`src/rtl/bcc_pkg.sv`:
```
// shared types, opcodes and widths for the bytecode constraint checker
package bcc_pkg;

  localparam int PROG_DEPTH_DEF = 64;

  localparam int ADDR_IN_W  = 6;
  localparam int BYTE_W     = 8;
  localparam int SAMPLE_W   = 32;
  localparam int PLEN_W     = 7;
  localparam int BUDGET_W   = 16;
  localparam int CAUSE_W    = 3;
  localparam int CFG_IDX_W  = 2;
  localparam int CFG_DATA_W = 16;

  // opcodes
  localparam logic [BYTE_W-1:0] OP_HALT   = 8'h00;
  localparam logic [BYTE_W-1:0] OP_RANGE  = 8'h01;
  localparam logic [BYTE_W-1:0] OP_AND    = 8'h02;
  localparam logic [BYTE_W-1:0] OP_OR     = 8'h03;
  localparam logic [BYTE_W-1:0] OP_ASSERT = 8'h04;

  // configuration register indexes
  localparam logic [CFG_IDX_W-1:0] REG_PROG_LEN  = 2'd0;
  localparam logic [CFG_IDX_W-1:0] REG_OP_BUDGET = 2'd1;

  typedef enum logic [CAUSE_W-1:0] {
    STOP_HALT    = 3'd0,
    STOP_END     = 3'd1,
    STOP_BUDGET  = 3'd2,
    STOP_UNKNOWN = 3'd3,
    STOP_TRUNC   = 3'd4
  } stop_cause_t;

  typedef struct packed {
    logic        start;
    logic        prog_wr;
    logic        fetch_op;
    logic        fetch_opnd;
    logic        op_and;
    logic        op_or;
    logic        op_assert;
    logic        shift_opnd;
    logic        apply_range;
    logic        set_cause;
    stop_cause_t cause;
    logic        load_out;
  } dp_cmd_t;

  typedef struct packed {
    logic              at_end;
    logic              budget_spent;
    logic              trunc;
    logic              out_busy;
    logic [BYTE_W-1:0] op;
  } dp_status_t;

endpackage

```
`src/rtl/bcc_item_if.sv`:
```
// input item channel
interface bcc_item_if;
  import bcc_pkg::*;
  logic                        valid;
  logic                        ready;
  logic                        action;
  logic [ADDR_IN_W-1:0]        prog_addr;
  logic [BYTE_W-1:0]           prog_byte;
  logic signed [SAMPLE_W-1:0]  sample;
  logic                        last_element;
  modport source (output valid, action, prog_addr, prog_byte, sample, last_element,
                  input ready);
  modport sink (input valid, action, prog_addr, prog_byte, sample, last_element,
                output ready);
endinterface

```
`src/rtl/bcc_result_if.sv`:
```
// result item channel
interface bcc_result_if;
  import bcc_pkg::*;
  logic                        valid;
  logic                        ready;
  logic signed [SAMPLE_W-1:0]  result_value;
  logic                        element_fault;
  logic [CAUSE_W-1:0]          stop_cause;
  logic                        batch_fault;
  modport source (output valid, result_value, element_fault, stop_cause, batch_fault,
                  input ready);
  modport sink (input valid, result_value, element_fault, stop_cause, batch_fault,
                output ready);
endinterface

```
`src/rtl/bcc_cfg_if.sv`:
```
// configuration write channel
interface bcc_cfg_if;
  import bcc_pkg::*;
  logic                  valid;
  logic                  ready;
  logic [CFG_IDX_W-1:0]  index;
  logic [CFG_DATA_W-1:0] data;
  modport source (output valid, index, data, input ready);
  modport sink (input valid, index, data, output ready);
endinterface

```
`src/rtl/bcc_ctrl.sv`:
```
// fetch/decode sequencer for the program walk
module bcc_ctrl (
  input  logic                clk,
  input  logic                rst,
  input  logic                item_valid,
  input  logic                item_action,
  output logic                item_ready,
  input  bcc_pkg::dp_status_t status,
  output bcc_pkg::dp_cmd_t    cmd
);
  import bcc_pkg::*;

  typedef enum logic [2:0] {
    IDLE,
    CHECK,
    DECODE,
    OPND,
    RANGE_CMP,
    DONE
  } state_t;

  localparam logic [2:0] OPND_LAST = 3'd7;

  state_t     state, state_next;
  logic [2:0] cnt;

  always_ff @(posedge clk) begin
    if (rst) begin
      state <= IDLE;
      cnt   <= '0;
    end else begin
      state <= state_next;
      if (state == DECODE) begin
        cnt <= '0;
      end else if (state == OPND) begin
        cnt <= cnt + 3'd1;
      end
    end
  end

  assign item_ready = (state == IDLE);

  always_comb begin
    cmd        = '0;
    cmd.cause  = STOP_HALT;
    state_next = state;
    unique case (state)
      IDLE: begin
        if (item_valid) begin
          if (item_action) begin
            cmd.start  = 1'b1;
            state_next = CHECK;
          end else begin
            cmd.prog_wr = 1'b1;
          end
        end
      end
      CHECK: begin
        // end of program is tested before the budget
        priority if (status.at_end) begin
          cmd.set_cause = 1'b1;
          cmd.cause     = STOP_END;
          state_next    = DONE;
        end else if (status.budget_spent) begin
          cmd.set_cause = 1'b1;
          cmd.cause     = STOP_BUDGET;
          state_next    = DONE;
        end else begin
          cmd.fetch_op = 1'b1;
          state_next   = DECODE;
        end
      end
      DECODE: begin
        unique case (status.op)
          OP_HALT: begin
            cmd.set_cause = 1'b1;
            cmd.cause     = STOP_HALT;
            state_next    = DONE;
          end
          OP_RANGE: begin
            if (status.trunc) begin
              cmd.set_cause = 1'b1;
              cmd.cause     = STOP_TRUNC;
              state_next    = DONE;
            end else begin
              cmd.fetch_opnd = 1'b1;
              state_next     = OPND;
            end
          end
          OP_AND: begin
            cmd.op_and = 1'b1;
            state_next = CHECK;
          end
          OP_OR: begin
            cmd.op_or  = 1'b1;
            state_next = CHECK;
          end
          OP_ASSERT: begin
            cmd.op_assert = 1'b1;
            state_next    = CHECK;
          end
          default: begin
            cmd.set_cause = 1'b1;
            cmd.cause     = STOP_UNKNOWN;
            state_next    = DONE;
          end
        endcase
      end
      OPND: begin
        cmd.shift_opnd = 1'b1;
        if (cnt == OPND_LAST) begin
          state_next = RANGE_CMP;
        end else begin
          cmd.fetch_opnd = 1'b1;
        end
      end
      RANGE_CMP: begin
        cmd.apply_range = 1'b1;
        state_next      = CHECK;
      end
      DONE: begin
        if (!status.out_busy) begin
          cmd.load_out = 1'b1;
          state_next   = IDLE;
        end
      end
      default: begin
        state_next = IDLE;
      end
    endcase
  end

endmodule

```
`src/rtl/bcc_dpath.sv`:
```
// program store, config registers, result word and output register
module bcc_dpath #(
  parameter int PROG_DEPTH = bcc_pkg::PROG_DEPTH_DEF
) (
  input  logic                                clk,
  input  logic                                rst,
  input  bcc_pkg::dp_cmd_t                    cmd,
  output bcc_pkg::dp_status_t                 status,
  input  logic                                cfg_we,
  input  logic [bcc_pkg::CFG_IDX_W-1:0]       cfg_index,
  input  logic [bcc_pkg::CFG_DATA_W-1:0]      cfg_data,
  input  logic [bcc_pkg::ADDR_IN_W-1:0]       prog_addr,
  input  logic [bcc_pkg::BYTE_W-1:0]          prog_byte,
  input  logic signed [bcc_pkg::SAMPLE_W-1:0] sample,
  input  logic                                last_element,
  output logic                                out_valid,
  input  logic                                out_ready,
  output logic signed [bcc_pkg::SAMPLE_W-1:0] result_value,
  output logic                                element_fault,
  output logic [bcc_pkg::CAUSE_W-1:0]         stop_cause,
  output logic                                batch_fault
);
  import bcc_pkg::*;

  localparam int AW = (PROG_DEPTH > 1) ? $clog2(PROG_DEPTH) : 1;
  localparam int LW = $clog2(PROG_DEPTH + 1);
  localparam int CW = (LW > PLEN_W) ? LW : PLEN_W;

  logic [PLEN_W-1:0]          program_length;
  logic [BUDGET_W-1:0]        op_budget;
  logic [BYTE_W-1:0]          mem [PROG_DEPTH];
  logic [BYTE_W-1:0]          rdata;
  logic [LW-1:0]              ip;
  logic [LW-1:0]              len;
  logic [CW-1:0]              plen_w;
  logic [BUDGET_W-1:0]        used;
  logic signed [SAMPLE_W-1:0] sample_q;
  logic                       last_q;
  logic [SAMPLE_W-1:0]        res;
  logic                       fault;
  logic                       fault_seen;
  logic                       fs_new;
  logic [2*SAMPLE_W-1:0]      opnd;
  logic signed [SAMPLE_W-1:0] lo;
  logic signed [SAMPLE_W-1:0] hi;
  stop_cause_t                cause;
  logic                       wr_ok;
  logic [AW-1:0]              wr_idx;
  logic                       rd_en;

  // configuration registers
  always_ff @(posedge clk) begin
    if (rst) begin
      program_length <= '0;
      op_budget      <= '1;
    end else if (cfg_we) begin
      unique case (cfg_index)
        REG_PROG_LEN:  program_length <= cfg_data[PLEN_W-1:0];
        REG_OP_BUDGET: op_budget      <= cfg_data[BUDGET_W-1:0];
        default: ;
      endcase
    end
  end

  // length saturates at the store depth
  assign plen_w = CW'(program_length);
  assign len    = (plen_w > CW'(PROG_DEPTH)) ? LW'(PROG_DEPTH) : LW'(plen_w);

  assign wr_ok  = (int'(prog_addr) < PROG_DEPTH);
  assign wr_idx = AW'(prog_addr);
  assign rd_en  = cmd.fetch_op | cmd.fetch_opnd;

  // program store, registered read
  always_ff @(posedge clk) begin
    if (cmd.prog_wr && wr_ok) begin
      mem[wr_idx] <= prog_byte;
    end
    if (rd_en) begin
      rdata <= mem[ip[AW-1:0]];
    end
  end

  assign lo     = opnd[SAMPLE_W-1:0];
  assign hi     = opnd[2*SAMPLE_W-1:SAMPLE_W];
  assign fs_new = fault_seen | fault;

  always_ff @(posedge clk) begin
    if (rst) begin
      fault_seen <= 1'b0;
      out_valid  <= 1'b0;
    end else begin
      if (cmd.load_out) begin
        fault_seen <= last_q ? 1'b0 : fs_new;
        out_valid  <= 1'b1;
      end else if (out_ready) begin
        out_valid <= 1'b0;
      end
    end
  end

  always_ff @(posedge clk) begin
    if (cmd.start) begin
      ip       <= '0;
      used     <= '0;
      res      <= SAMPLE_W'(1);
      fault    <= 1'b0;
      sample_q <= sample;
      last_q   <= last_element;
    end
    if (rd_en) begin
      ip <= ip + LW'(1);
    end
    if (cmd.fetch_op) begin
      used <= used + BUDGET_W'(1);
    end
    if (cmd.op_and) begin
      res <= res & sample_q;
    end
    if (cmd.op_or) begin
      res <= res | sample_q;
    end
    if (cmd.op_assert && (res == '0)) begin
      fault <= 1'b1;
    end
    // little-endian bytes shift in from the top
    if (cmd.shift_opnd) begin
      opnd <= {rdata, opnd[2*SAMPLE_W-1:BYTE_W]};
    end
    if (cmd.apply_range) begin
      res <= SAMPLE_W'((sample_q >= lo) && (sample_q <= hi));
    end
    if (cmd.set_cause) begin
      cause <= cmd.cause;
    end
    if (cmd.load_out) begin
      result_value  <= res;
      element_fault <= fault;
      stop_cause    <= cause;
      batch_fault   <= last_q & fs_new;
    end
  end

  assign status.at_end       = (ip >= len);
  assign status.budget_spent = (used >= op_budget);
  assign status.trunc        = ((len - ip) < LW'(8));
  assign status.out_busy     = out_valid & ~out_ready;
  assign status.op           = rdata;

endmodule

```
`src/rtl/bytecode_constraint_checker_top.sv`:
```
// bytecode constraint checker: each sample runs the stored byte program
// a check tests end and budget before each opcode, then fetches and decodes it; a complete
//   RANGE then fetches its operands and compares; a walk stopped by HALT, an
//   unknown opcode or a truncated RANGE skips the final end check
//   (one store read per cycle; a RANGE reads its eight operand bytes one at a time)
// a program write is taken while idle and gives no result
// throughput: one item at a time; the next item is taken once the result is in the output register
// reset (rst, synchronous): length 0, budget 65535, batch fault cleared; store contents undefined
module bytecode_constraint_checker_top #(
  parameter int PROG_DEPTH = bcc_pkg::PROG_DEPTH_DEF
) (
  input logic         clk,
  input logic         rst,
  bcc_item_if.sink    item,
  bcc_result_if.source result,
  bcc_cfg_if.sink     cfg
);
  import bcc_pkg::*;

  dp_cmd_t    cmd;
  dp_status_t status;
  logic       item_ready;

  // config writes always taken; host must send them only while the block is idle (unenforced)
  assign cfg.ready  = 1'b1;
  assign item.ready = item_ready;

  // controller walks the program: check end/budget, fetch, decode, operands
  bcc_ctrl u_ctrl (
    .clk         (clk),
    .rst         (rst),
    .item_valid  (item.valid),
    .item_action (item.action),
    .item_ready  (item_ready),
    .status      (status),
    .cmd         (cmd)
  );

  // datapath holds the store, the result word and the output register
  bcc_dpath #(
    .PROG_DEPTH (PROG_DEPTH)
  ) u_dpath (
    .clk           (clk),
    .rst           (rst),
    .cmd           (cmd),
    .status        (status),
    .cfg_we        (cfg.valid),
    .cfg_index     (cfg.index),
    .cfg_data      (cfg.data),
    .prog_addr     (item.prog_addr),
    .prog_byte     (item.prog_byte),
    .sample        (item.sample),
    .last_element  (item.last_element),
    .out_valid     (result.valid),
    .out_ready     (result.ready),
    .result_value  (result.result_value),
    .element_fault (result.element_fault),
    .stop_cause    (result.stop_cause),
    .batch_fault   (result.batch_fault)
  );

endmodule

```
`src/flat_wrapper.sv`:
```
// flat-port wrapper written by rule: the top's interface ports become plain ports
module bytecode_constraint_checker_top_flat import bcc_pkg::*;
#(
  parameter int PROG_DEPTH = bcc_pkg::PROG_DEPTH_DEF
)
  (clk, rst, item_valid, item_action, item_prog_addr, item_prog_byte, item_sample, item_last_element, item_ready, result_valid, result_result_value, result_element_fault, result_stop_cause, result_batch_fault, result_ready, cfg_valid, cfg_index, cfg_data, cfg_ready);
  bcc_item_if item_i ();
  bcc_result_if result_i ();
  bcc_cfg_if cfg_i ();
  input logic clk;
  input logic rst;
  input wire logic [$bits(item_i.valid)-1:0] item_valid;
  input wire logic [$bits(item_i.action)-1:0] item_action;
  input wire logic [$bits(item_i.prog_addr)-1:0] item_prog_addr;
  input wire logic [$bits(item_i.prog_byte)-1:0] item_prog_byte;
  input wire logic [$bits(item_i.sample)-1:0] item_sample;
  input wire logic [$bits(item_i.last_element)-1:0] item_last_element;
  output wire logic [$bits(item_i.ready)-1:0] item_ready;
  output wire logic [$bits(result_i.valid)-1:0] result_valid;
  output wire logic [$bits(result_i.result_value)-1:0] result_result_value;
  output wire logic [$bits(result_i.element_fault)-1:0] result_element_fault;
  output wire logic [$bits(result_i.stop_cause)-1:0] result_stop_cause;
  output wire logic [$bits(result_i.batch_fault)-1:0] result_batch_fault;
  input wire logic [$bits(result_i.ready)-1:0] result_ready;
  input wire logic [$bits(cfg_i.valid)-1:0] cfg_valid;
  input wire logic [$bits(cfg_i.index)-1:0] cfg_index;
  input wire logic [$bits(cfg_i.data)-1:0] cfg_data;
  output wire logic [$bits(cfg_i.ready)-1:0] cfg_ready;
  assign item_i.valid = item_valid;
  assign item_i.action = item_action;
  assign item_i.prog_addr = item_prog_addr;
  assign item_i.prog_byte = item_prog_byte;
  assign item_i.sample = item_sample;
  assign item_i.last_element = item_last_element;
  assign item_ready = item_i.ready;
  assign result_valid = result_i.valid;
  assign result_result_value = result_i.result_value;
  assign result_element_fault = result_i.element_fault;
  assign result_stop_cause = result_i.stop_cause;
  assign result_batch_fault = result_i.batch_fault;
  assign result_i.ready = result_ready;
  assign cfg_i.valid = cfg_valid;
  assign cfg_i.index = cfg_index;
  assign cfg_i.data = cfg_data;
  assign cfg_ready = cfg_i.ready;
  bytecode_constraint_checker_top #(.PROG_DEPTH(PROG_DEPTH)) u_core (.clk(clk), .rst(rst), .item(item_i), .result(result_i), .cfg(cfg_i));
endmodule
```
`config.mk`:
```
export PLATFORM = sky130hd
export DESIGN_NAME = bytecode_constraint_checker_top_flat
export DESIGN_NICKNAME = d
export VERILOG_FILES = /design/src/rtl/bcc_pkg.sv /design/src/rtl/bcc_item_if.sv /design/src/rtl/bcc_result_if.sv /design/src/rtl/bcc_cfg_if.sv /design/src/rtl/bcc_ctrl.sv /design/src/rtl/bcc_dpath.sv /design/src/rtl/bytecode_constraint_checker_top.sv /design/src/flat_wrapper.sv
export SDC_FILE = /design/constraint.sdc
export NUM_CORES = 1
export LEC_CHECK = 0
export BUFFER_PORTS_ARGS = -buffer_cell sky130_fd_sc_hd__buf_2
export CAP_MARGIN = 20
export CORE_ASPECT_RATIO = 1.2
export CORE_UTILIZATION = 51
export CTS_CLUSTER_SIZE = 24
export DETAILED_ROUTE_END_ITERATION = 10
export PLACE_DENSITY = 0.68
export RECOVER_POWER = 100
export SETUP_SLACK_MARGIN = 0.2
export SLEW_MARGIN = 20
export SYNTH_ARGS = -nofsm -noshare
export SYNTH_HDL_FRONTEND = slang
export SYNTH_SLANG_ARGS = --single-unit
```
`constraint.sdc`:
```
create_clock -name clk -period 6 [get_ports clk]
set_input_delay 1.8 -clock clk [delete_from_list [all_inputs] [get_ports clk]]
set_output_delay 1.8 -clock clk [all_outputs]
set_load 0.02 [all_outputs]
```
==> results of run 1 <==
-- logic make-up (layout without fill, tap and decap cells) --
logic type / after synthesis / count (layout)
other: 1 / 1
xor gates and xnor gates: 20 / 20
DFF: 744 / 744
adders and majority gates: 92 / 92
AOI/OAI and AO/OA: 174 / 174
buffers and inverters: 178 / 353
muxes: 177 / 177
and+or+nand+nor: 382 / 382
-- flip-flops by register name, summed over array words and instances (netlist names), 8 cells and up --
name / flops
u_core.u_dpath.opnd: 64
u_core.u_dpath.op_budget: 16
u_core.u_dpath.used: 16
u_core.u_dpath.sample_q: 32
u_core.u_dpath.rdata: 8
u_core.u_dpath.result_value: 32
u_core.u_dpath.res: 32
u_core.u_dpath.mem: 512
-- per-stage QoR --
stage | instance area (sq um) | total power, uW | setup slack, ns | cells
after CTS | 34300 | 10920 | 2.061 | 2735
after floorplan | 30570 | 6142 | 1.805 | 1768
after global placement | 31900 | 6360 | 1.576 | 2600
final | 34180 | 10860 | 1.431 | 2735
after global routing | 34180 | 11160 | 1.225 | 2735
after detailed placement | 31900 | 6369 | 1.455 | 2600
-- layout by cell type (no fill, tap or decap), types with 14 or more instances in the layout --
| master | Yosys | final |
|---|---|---|
| nand3_1 | 60 | 60 |
| clkbuf_1 | 49 | 73 |
| a21oi_1 | 71 | 71 |
| nand4_1 | 21 | 21 |
| clkinv_2 | 0 | 15 |
| edfxtp_1 | 681 | 681 |
| a211o_1 | 16 | 16 |
| nand2_1 | 69 | 69 |
| o21ai_0 | 17 | 17 |
| a41oi_1 | 31 | 31 |
| nor2b_1 | 14 | 14 |
| buf_2 | 5 | 50 |
| mux4_2 | 168 | 168 |
| nor3_1 | 14 | 14 |
| nor2_1 | 157 | 156 |
| clkbuf_16 | 0 | 75 |
| ha_1 | 91 | 91 |
| inv_1 | 94 | 94 |
| dfxtp_1 | 63 | 63 |
-- final timing paths --
| kind | start | to | slack (ns) | cells after the start |
|---|---|---|---|---|
| hold / removal | u_core.u_dpath.cause[0]$_DFFE_PP_ | u_core.u_dpath.stop_cause[0]$_DFFE_PP_ | 0.43 | 0 |
| setup reg to reg | u_core.u_dpath.ip[1]$_SDFFCE_PN0P_ | u_core.u_dpath.rdata[7]$_DFFE_PP_ | 1.58 | 5 |
| hold reg to reg | u_core.u_dpath.cause[0]$_DFFE_PP_ | u_core.u_dpath.stop_cause[0]$_DFFE_PP_ | 0.43 | 0 |
| setup / recovery | item_prog_byte[5] | u_core.u_dpath.mem[41][5]$_DFFE_PP_ | 1.43 | 1 |
-- layer usage --
metal / wire, um / up-vias / GRT usage
li1: - / 7231 / -
met3: 4438 / 124 / 0.03318
met5: 0 / - / 0
met2: 36860 / 729 / 0.4096
met1: 27190 / 8417 / 0.3075
met4: 2184 / 0 / 0.08897
-- power by group through the flow --
stage | sequential, uW | clock (uW) | combinational, uW
final | 5750 | 4590 | 515
after global routing | 5750 | 4850 | 556
after CTS | 5740 | 4660 | 526
after detailed placement | 5850 | 0 | 522
after global placement | 5850 | 0 | 514
after floorplan | 5820 | 0 | 319
-- area by class of cell --
class                      count  area share
clock buffer                  85     0.05600
clock inverter                50     0.01435
inverter                      96     0.01054
multi-input combinational    846      0.2385
sequential                   744      0.6351
tap                          792     0.02899
timing repair buffer         122     0.01651
==> results.yml, run 1 <==
global_routing:
  grt_remaining_overflow: 0
  grt_max_degree: 105
  grt_pass1_wl_mm: 106.1
  grt_pass1_vias: 16530
  grt_usage: 0.2383
  antenna_found_initial: 0
power_and_ir_drop:
  power.switching_uw: 2332
  netSwitchingFraction: 0.2148
  clkPwrFrac: 0.423
  seqPwrFrac: 0.529
  p_leak_uw: 0.01145
  p_comb_frac: 0.047
  irDropWorstVdd_uv: 316.4
  internal_power_uw: 8524
  p_per_area_nw_per_um2: 317.6
critical_path:
  critical_path.slowest_cell: "clkbuf_1"
  endpoint_kind: "register"
  cp_data_required_time_ns: 5.88
  crit_buf_inv: 1
  cp.arrival_ns: 4.45
  path_cells: "clkbuf_1"
  cpPeakStageDelay_ns: 2.53
  path_class: "input pin to register"
  path_delay_family: "buffers and inverters"
  critPathMaxFanout: 64
  worst_setup_path_start_kind: "input pin"
yosys:
  synthTopCellsByCount: "edfxtp_1, mux4_2, nor2_1"
  yosys-top-cells-area: "edfxtp_1, mux4_2, dfxtp_1"
  synth-async-reset-ratio: 0
  synth_flop_cell: "edfxtp_1"
  synth_top_family_by_area: "multiplexers"
  synth.largest_area_cell: "edfxtp_1"
  ys_warn_count: 0
  synth-compound-area-share: 0.03815
  ys_seq_area_frac: 0.7103
  synth_most_common_cell: "edfxtp_1"
  syn-cell-area_sq_um: 30570
  synth-simple-area-share: 0.05796
  synth_top_area_share: 0.6690
  synth_mux_area_frac: 0.1267
  synth_area_per_cell_sq_um: 17.29
  synth_xor_area_frac: 0.005731
  netlist_instances: 1768
  synth-edff-count: 681
  ys_types: 62
  syn_nets: 1930
  synth_fa_ha_area_frac: 0.03758
  ys_ff_latch: 744
final_layout:
  final_util: 0.5807
  nFillCells: 4432
  multiInputGateArea_sq_um: 8153
  regArea_sq_um: 21710
  insertedDiodeCount: 0
  drive_above_1_share: 0.1786
  syn2layout_area_growth_pct: 11.84
  nets: 2046
timing:
  relSlewSlack: -1.467
  min_period_over_period: 0.7616
  rsz0062_at_grt: "no"
  setup_violations: 0
  drv_slew: 795
  holdWs_ns: 0.4257
  fin_tns_setup_ns: 0
  finalCriticalPeriod_ns: 4.569
  hold_violations: 0
  clock_skew_ns: 0.02468
  worstMarginPinSlew_ns: 3.700
  fmax_ghz: 0.2188
floorplan:
  die-area_sq_um: 60920
  ios: 111
  core_area_sq_um: 58860
  die_x_um: 225.5
  initial_utilization: 0.5193
  rows: 97
  die_height_um: 270.2
detailed_routing:
  ant_nets: 0
  drt_pre_antenna_iters: 5
  routed_wl_mm: 70.68
  vias: 16500
  drtIter0Drc: 1490
  drcViolationCount: 0
  drt-wirelength-per-cell_um: 25.84
  via_per_inst: 6.033
clock_tree:
  cts_buffers: 74
  cts_resized: 0
  cts.path.max_buffers: 3
  cts_setup_buffers: 0
  numClockSinks: 744
  cts_tree: "done"
  clkLatencyLatePin_ns: 0.63
  cts_htree_levels: 3
  clk_pin_slew_ns: 0.06
  ctsHoldBuffers: 0
  clockRootBuffer: "clkbuf_16"
place:
  dp_hpwl_mm: 44.68
  place_congestion: 0.8255
  port_buffers: 109
job:
  maxCapViolCount: 13
outcome:
  status: "finished with violations"
  violations: "capacitance limit, slew limit"
hold_path:
  min_path_type: "register to register"
Note: power is estimated with default switching activity, not from simulation.
==> run 2: changes to the inputs <==
==> constraint.sdc (replaced) <==
create_clock -name clk -period 4.25 [get_ports clk]
set_input_delay 1.275 -clock clk [delete_from_list [all_inputs] [get_ports clk]]
set_output_delay 1.275 -clock clk [all_outputs]
set_load 0.02 [all_outputs]
==> run 2 against run 1 <==
- the run still ends with capacitance limit, slew limit left
- clock power up 46%
- clock skew up 0.0014 ns
- count of clock-buffer cells in the layout up 4
- combinational power up 43%
- global-route usage down 0.35 points
- utilization up 0.87 points
- die area unchanged
- power up 43%
- sequential power up 41%
- register-to-register slack worse by 0.88 ns
==> results.yml, run 2 (synthesized netlist as in run 1, its figures left out) <==
global_routing:
  grt_pass1_wl_mm: 105.3
  grt_remaining_overflow: 0
  grt_max_degree: 132
  antenna_found_initial: 1
  grt_pass1_vias: 17040
  grt_usage: 0.2347
floorplan:
  die_height_um: 270.2
  die_x_um: 225.5
  rows: 97
  initial_utilization: 0.5193
  core_area_sq_um: 58860
  die-area_sq_um: 60920
  ios: 111
critical_path:
  worst_setup_path_start_kind: "input pin"
  endpoint_kind: "register"
  critPathMaxFanout: 33
  worstSetupStartpoint: "item_prog_byte[3]"
  crit_top_cell: "clkbuf_1"
  cp.arrival_ns: 3.77
  critical_path.slowest_cell: "clkbuf_1"
  r2r_cells: 8
  crit_buf_inv: 2
  cpPeakStageDelay_ns: 1.29
  worstReg2RegStart: "u_core.u_ctrl.state[1]$_SDFFE_PP0P_"
  path_delay_family: "buffers and inverters"
  cp_data_required_time_ns: 4.42
  path_cells: "clkbuf_1 -> clkbuf_1"
  r2r_setup_slack_ns: 0.70
  worstReg2RegEnd: "u_core.u_dpath.res[31]$_SDFFE_PP0P_"
  path_class: "input pin to register"
clock_tree:
  numClockSinks: 744
  cts_tree: "done"
  cts_htree_levels: 3
  cts_resized: 0
  clk_pin_slew_ns: 0.06
  clockRootBuffer: "clkbuf_16"
  cts.path.max_buffers: 3
  clkLatencyLatePin_ns: 0.63
  cts_buffers: 75
  cts_setup_buffers: 0
  ctsHoldBuffers: 0
place:
  place_congestion: 0.8683
  port_buffers: 109
  dp_hpwl_mm: 46.39
timing:
  hold_violations: 0
  min_period_over_period: 0.8470
  setup_violations: 0
  fmax_ghz: 0.2778
  rsz0062_at_grt: "no"
  relSlewSlack: -0.6037
  fin_tns_setup_ns: 0
  drv_slew: 415
  finalCriticalPeriod_ns: 3.600
  clock_skew_ns: 0.02605
  worstMarginPinSlew_ns: 2.406
detailed_routing:
  top_layer: "met4"
  drcViolationCount: 0
  routed_wl_mm: 69.68
  wl_met3_mm: 4.089
  drt_pre_antenna_iters: 7
  vias: 16740
  routed-wl-met2_mm: 35.83
  via_per_inst: 5.931
  ant_nets: 0
  drtIter0Drc: 1408
  wl_met1_mm: 27.12
  drt-wirelength-per-cell_um: 24.69
power_and_ir_drop:
  p_total_uw: 15530
  p_leak_uw: 0.01169
  irDropWorstVdd_uv: 406.1
  p_per_area_nw_per_um2: 447.5
final_layout:
  drive_above_1_share: 0.1818
  syn2layout_area_growth_pct: 13.52
  top_register: "u_core.u_dpath.mem"
  final_common_cell: "edfxtp_1"
  nets: 2132
  largest_reg_flops: 512
  mostFrequentLayoutCells: "edfxtp_1, mux4_2, nor2_1"
  insertedDiodeCount: 0
  largestRegisters: "u_core.u_dpath.mem x512, u_core.u_dpath.opnd x64"
outcome:
  violations: "capacitance limit, slew limit"
  status: "finished with violations"
hold_path:
  min_path_type: "register to register"
  whs_path_depth: 0
  worstHoldEndpoint: "u_core.u_dpath.stop_cause[0]$_DFFE_PP_"
  min-delay-start: "u_core.u_dpath.cause[0]$_DFFE_PP_"
job:
  maxCapViolCount: 11
[run 2: routing by layer]
layer | vias to the layer above | track usage
li1 | 7386 | -
met3 | 142 | 0.03405
met4 | 0 | 0.09631
met5 | - | 0
met1 | 8566 | 0.2987
met2 | 643 | 0.4033
[run 2: how the worst max path moves through the flow]
stage	to	slack, ns	cells after the start
floorplan	u_core.u_dpath.opnd[0]$_DFFE_PP_	0.38	3
global placement	u_core.u_dpath.mem[37][7]$_DFFE_PP_	0.57	6
detailed placement	u_core.u_dpath.mem[37][3]$_DFFE_PP_	0.54	6
CTS	u_core.u_dpath.ip[5]$_SDFFCE_PN0P_	1.00	8
global route	u_core.u_dpath.mem[39][7]$_DFFE_PP_	0.41	2
finish	u_core.u_dpath.mem[49][3]$_DFFE_PP_	0.65	2
[run 2: final cells by class]
class,count,area [sq um]
tap,792,991.0
multi-input combinational,846,8152
timing repair buffer,207,970.9
clock buffer,89,2023
fill,4399,24170
clock inverter,48,489.2
sequential,744,21710
inverter,96,360.3
[run 2: report_power, final]
part | leakage, uW | internal, uW | switching (uW)
clock network | 0.00124 | 3910 | 2770
logic | 0.00378 | 299 | 437
registers | 0.00667 | 8040 | 66.6
[run 2: worst register-to-register path, delay by kind of cell (launching register included)]
family	cells	cell delay [ns]
and+or+nand+nor	5	2.13
DFF	1	0.59
buffers and inverters	1	0.41
AOI/OAI and AO/OA	2	0.35
[run 2: stage by stage]
| step | instances | setup slack, ns | hold WS [ns] | utilization | area [sq um] |
|---|---|---|---|---|---|
| floorplan | 1768 | 0.3781 | 0.4003 | - | 30570 |
| global placement | 2685 | 0.5672 | 0.4139 | 0.5535 | 32580 |
| detailed placement | 2685 | 0.5378 | 0.4134 | 0.5535 | 32580 |
| CTS | 2822 | 1.003 | 0.4140 | 0.5962 | 35090 |
| global route | 2822 | 0.4148 | 0.4200 | 0.5895 | 34700 |
| finish | 2822 | 0.6501 | 0.4067 | 0.5895 | 34700 |
==> run 3: changes to the inputs <==
--- a/config.mk
+++ b/config.mk
@@ -11,7 +11,7 @@
 export CORE_UTILIZATION = 51
 export CTS_CLUSTER_SIZE = 24
 export DETAILED_ROUTE_END_ITERATION = 10
-export PLACE_DENSITY = 0.68
+export PLACE_DENSITY = 0.7
 export RECOVER_POWER = 100
 export SETUP_SLACK_MARGIN = 0.2
 export SLEW_MARGIN = 20
==> constraint.sdc (replaced) <==
create_clock -name clk -period 3.3 [get_ports clk]
set_input_delay 0.99 -clock clk [delete_from_list [all_inputs] [get_ports clk]]
set_output_delay 0.99 -clock clk [all_outputs]
set_load 0.02 [all_outputs]
==> run 3 against run 2 <==
- combinational power up 27%
- count of clock-buffer cells in the layout increased by 2
- register-to-register slack worse by 0.49 ns
- worst setup slack worse by 0.44 ns
- final cell count is 0.39% higher
- global-route usage is 1.4 points lower
- utilization about the same
- the flow still finishes with violations (capacitance limit, slew limit)
- non-clock buffer count is 15 higher
- sequential share of layout area about the same
- largest cell class unchanged
- sequential power is 28% higher
==> results.yml, run 3 (synthesized netlist as in run 1, its figures left out) <==
timing:
  worstMarginPinSlew_ns: 2.039
  worst_slack_ns: 0.2081
  fmax_ghz: 0.3234
  min_period_over_period: 0.9369
  finalCriticalPeriod_ns: 3.092
  drv_slew: 133
  setup_violations: 0
  fin_tns_setup_ns: 0
  rsz0062_at_grt: "yes"
  holdWs_ns: 0.4231
  relSlewSlack: -0.3594
  clock_skew_ns: 0.02072
  hold_violations: 0
final_layout:
  drive_above_1_share: 0.1847
  insertedDiodeCount: 0
  layout.cells.non_filler: 2833
  design_area_sq_um: 34700
  largestRegisters: "u_core.u_dpath.mem x512, u_core.u_dpath.opnd x64"
  final_common_cell: "edfxtp_1"
  nets: 2147
  syn2layout_area_growth_pct: 13.53
  largest_reg_flops: 512
  mostFrequentLayoutCells: "edfxtp_1, mux4_2, nor2_1"
  top_register: "u_core.u_dpath.mem"
  nFillCells: 4475
critical_path:
  crit_buf_inv: 2
  path_delay_family: "compound AO/OA/AOI/OAI gates"
  cpPeakStageDelay_ns: 0.50
  worst_setup_path_start_kind: "register"
  endpoint_kind: "register"
  cp_data_required_time_ns: 3.63
  path_cells: "nor2b_1 -> ha_1 -> xor2_1 -> o31a_1 -> a2111oi_0 -> o21ai_0 -> nand2_1 -> o211a_4 -> clkinvlp_4 -> clkbuf_2"
  path_class: "register to register"
  critPathMaxFanout: 10
  cp.arrival_ns: 3.42
  critical_path.slowest_cell: "a2111oi_0"
power_and_ir_drop:
  p_per_area_nw_per_um2: 561.5
  irDropWorstVdd_uv: 530.4
  p_leak_uw: 0.01169
floorplan:
  ios: 111
  die-area_sq_um: 60920
  initial_utilization: 0.5193
  core_area_sq_um: 58860
  rows: 97
  die_height_um: 270.2
  die_x_um: 225.5
detailed_routing:
  ant_nets: 0
  drcViolationCount: 0
  drt_pre_antenna_iters: 5
  routed_wl_mm: 65.79
  via_per_inst: 5.776
  vias: 16360
  drtIter0Drc: 1409
  drt-wirelength-per-cell_um: 23.22
hold_path:
  min_path_type: "register to register"
clock_tree:
  clockRootBuffer: "clkbuf_16"
  numClockSinks: 744
  cts_htree_levels: 3
  clkLatencyLatePin_ns: 0.62
  cts_buffers: 75
  cts_tree: "done"
  clk_pin_slew_ns: 0.06
  cts.path.max_buffers: 3
global_routing:
  grt_remaining_overflow: 0
  grt_max_degree: 66
  grt_pass1_wl_mm: 100.8
  antenna_found_initial: 0
  grt_usage: 0.2212
  grt_pass1_vias: 16990
job:
  maxCapViolCount: 5
outcome:
  violations: "capacitance limit, slew limit"
  status: "finished with violations"
place:
  dp_hpwl_mm: 44.80
  placed_cell_area_sq_um: 32770
  dp_cells: 2697
  port_buffers: 109
  post-place-ws_ns: 0.3124
  place_congestion: 0.8728
==> run 3: worst paths after layout <==
check	from	endpoint	slack, ns	depth (start not counted)
worst min-delay path	u_core.u_dpath.cause[0]$_DFFE_PP_	u_core.u_dpath.stop_cause[0]$_DFFE_PP_	0.42	0
worst max register to register	u_core.u_dpath.plen_w[6]$_SDFFE_PP0P_	u_core.u_dpath.rdata[0]$_DFFE_PP_	0.21	10
worst min register to register	u_core.u_dpath.cause[0]$_DFFE_PP_	u_core.u_dpath.stop_cause[0]$_DFFE_PP_	0.42	0
worst max-delay path	u_core.u_dpath.plen_w[6]$_SDFFE_PP0P_	u_core.u_dpath.rdata[0]$_DFFE_PP_	0.21	10
==> run 3: repair_timing <==
item	4_1_cts	5_1_grt
resized for setup	0	5
buffers inserted	0	1
setup endpoints to repair	0	18
hold buffers	0	0
==> run 3: metrics by stage <==
stage | util | power [uW]
after floorplan | - | 11170
after global placement | 0.5567 | 11560
after detailed placement | 0.5567 | 11590
after CTS | 0.5963 | 19670
after global routing | 0.5895 | 20110
final | 0.5895 | 19480
==> run 3: worst register-to-register path: stages (launching register included) <==
cell and delay, ns:
dfxtp_1 0.47, nor2b_1 0.10, ha_1 0.39, xor2_1 0.18, o31a_1 0.26, a2111oi_0 0.50, o21ai_0 0.22, nand2_1 0.14
o211a_4 0.26, clkinvlp_4 0.10, clkbuf_2 0.20
==> run 3: layout make-up <==
class,count,area (sq um),area share
Clock buffer,91,1989,0.05733
Clock inverter,42,336.6,0.009699
Multi-Input combinational cell,846,8163,0.2352
Inverter,96,364.1,0.01049
Sequential cell,744,21710,0.6257
Tap cell,792,991.0,0.02856
Timing Repair Buffer,222,1146,0.03303
==> run 3: report_power, final <==
part           leakage (uW)  total [uW]  internal (uW)  switching (uW)
combinational       0.00388         936            395             541
clock               0.00114        8110           4620            3490
sequential          0.00667       10400          10400            81.9
==> run 3: layer usage <==
layer	track usage	share of wire	vias to the layer above
li1	-	-	7404
met1	0.2722	0.39	8381
met2	0.3986	0.54	499
met3	0.03144	0.046	80
met4	0.07197	0.024	0
met5	0	0	-
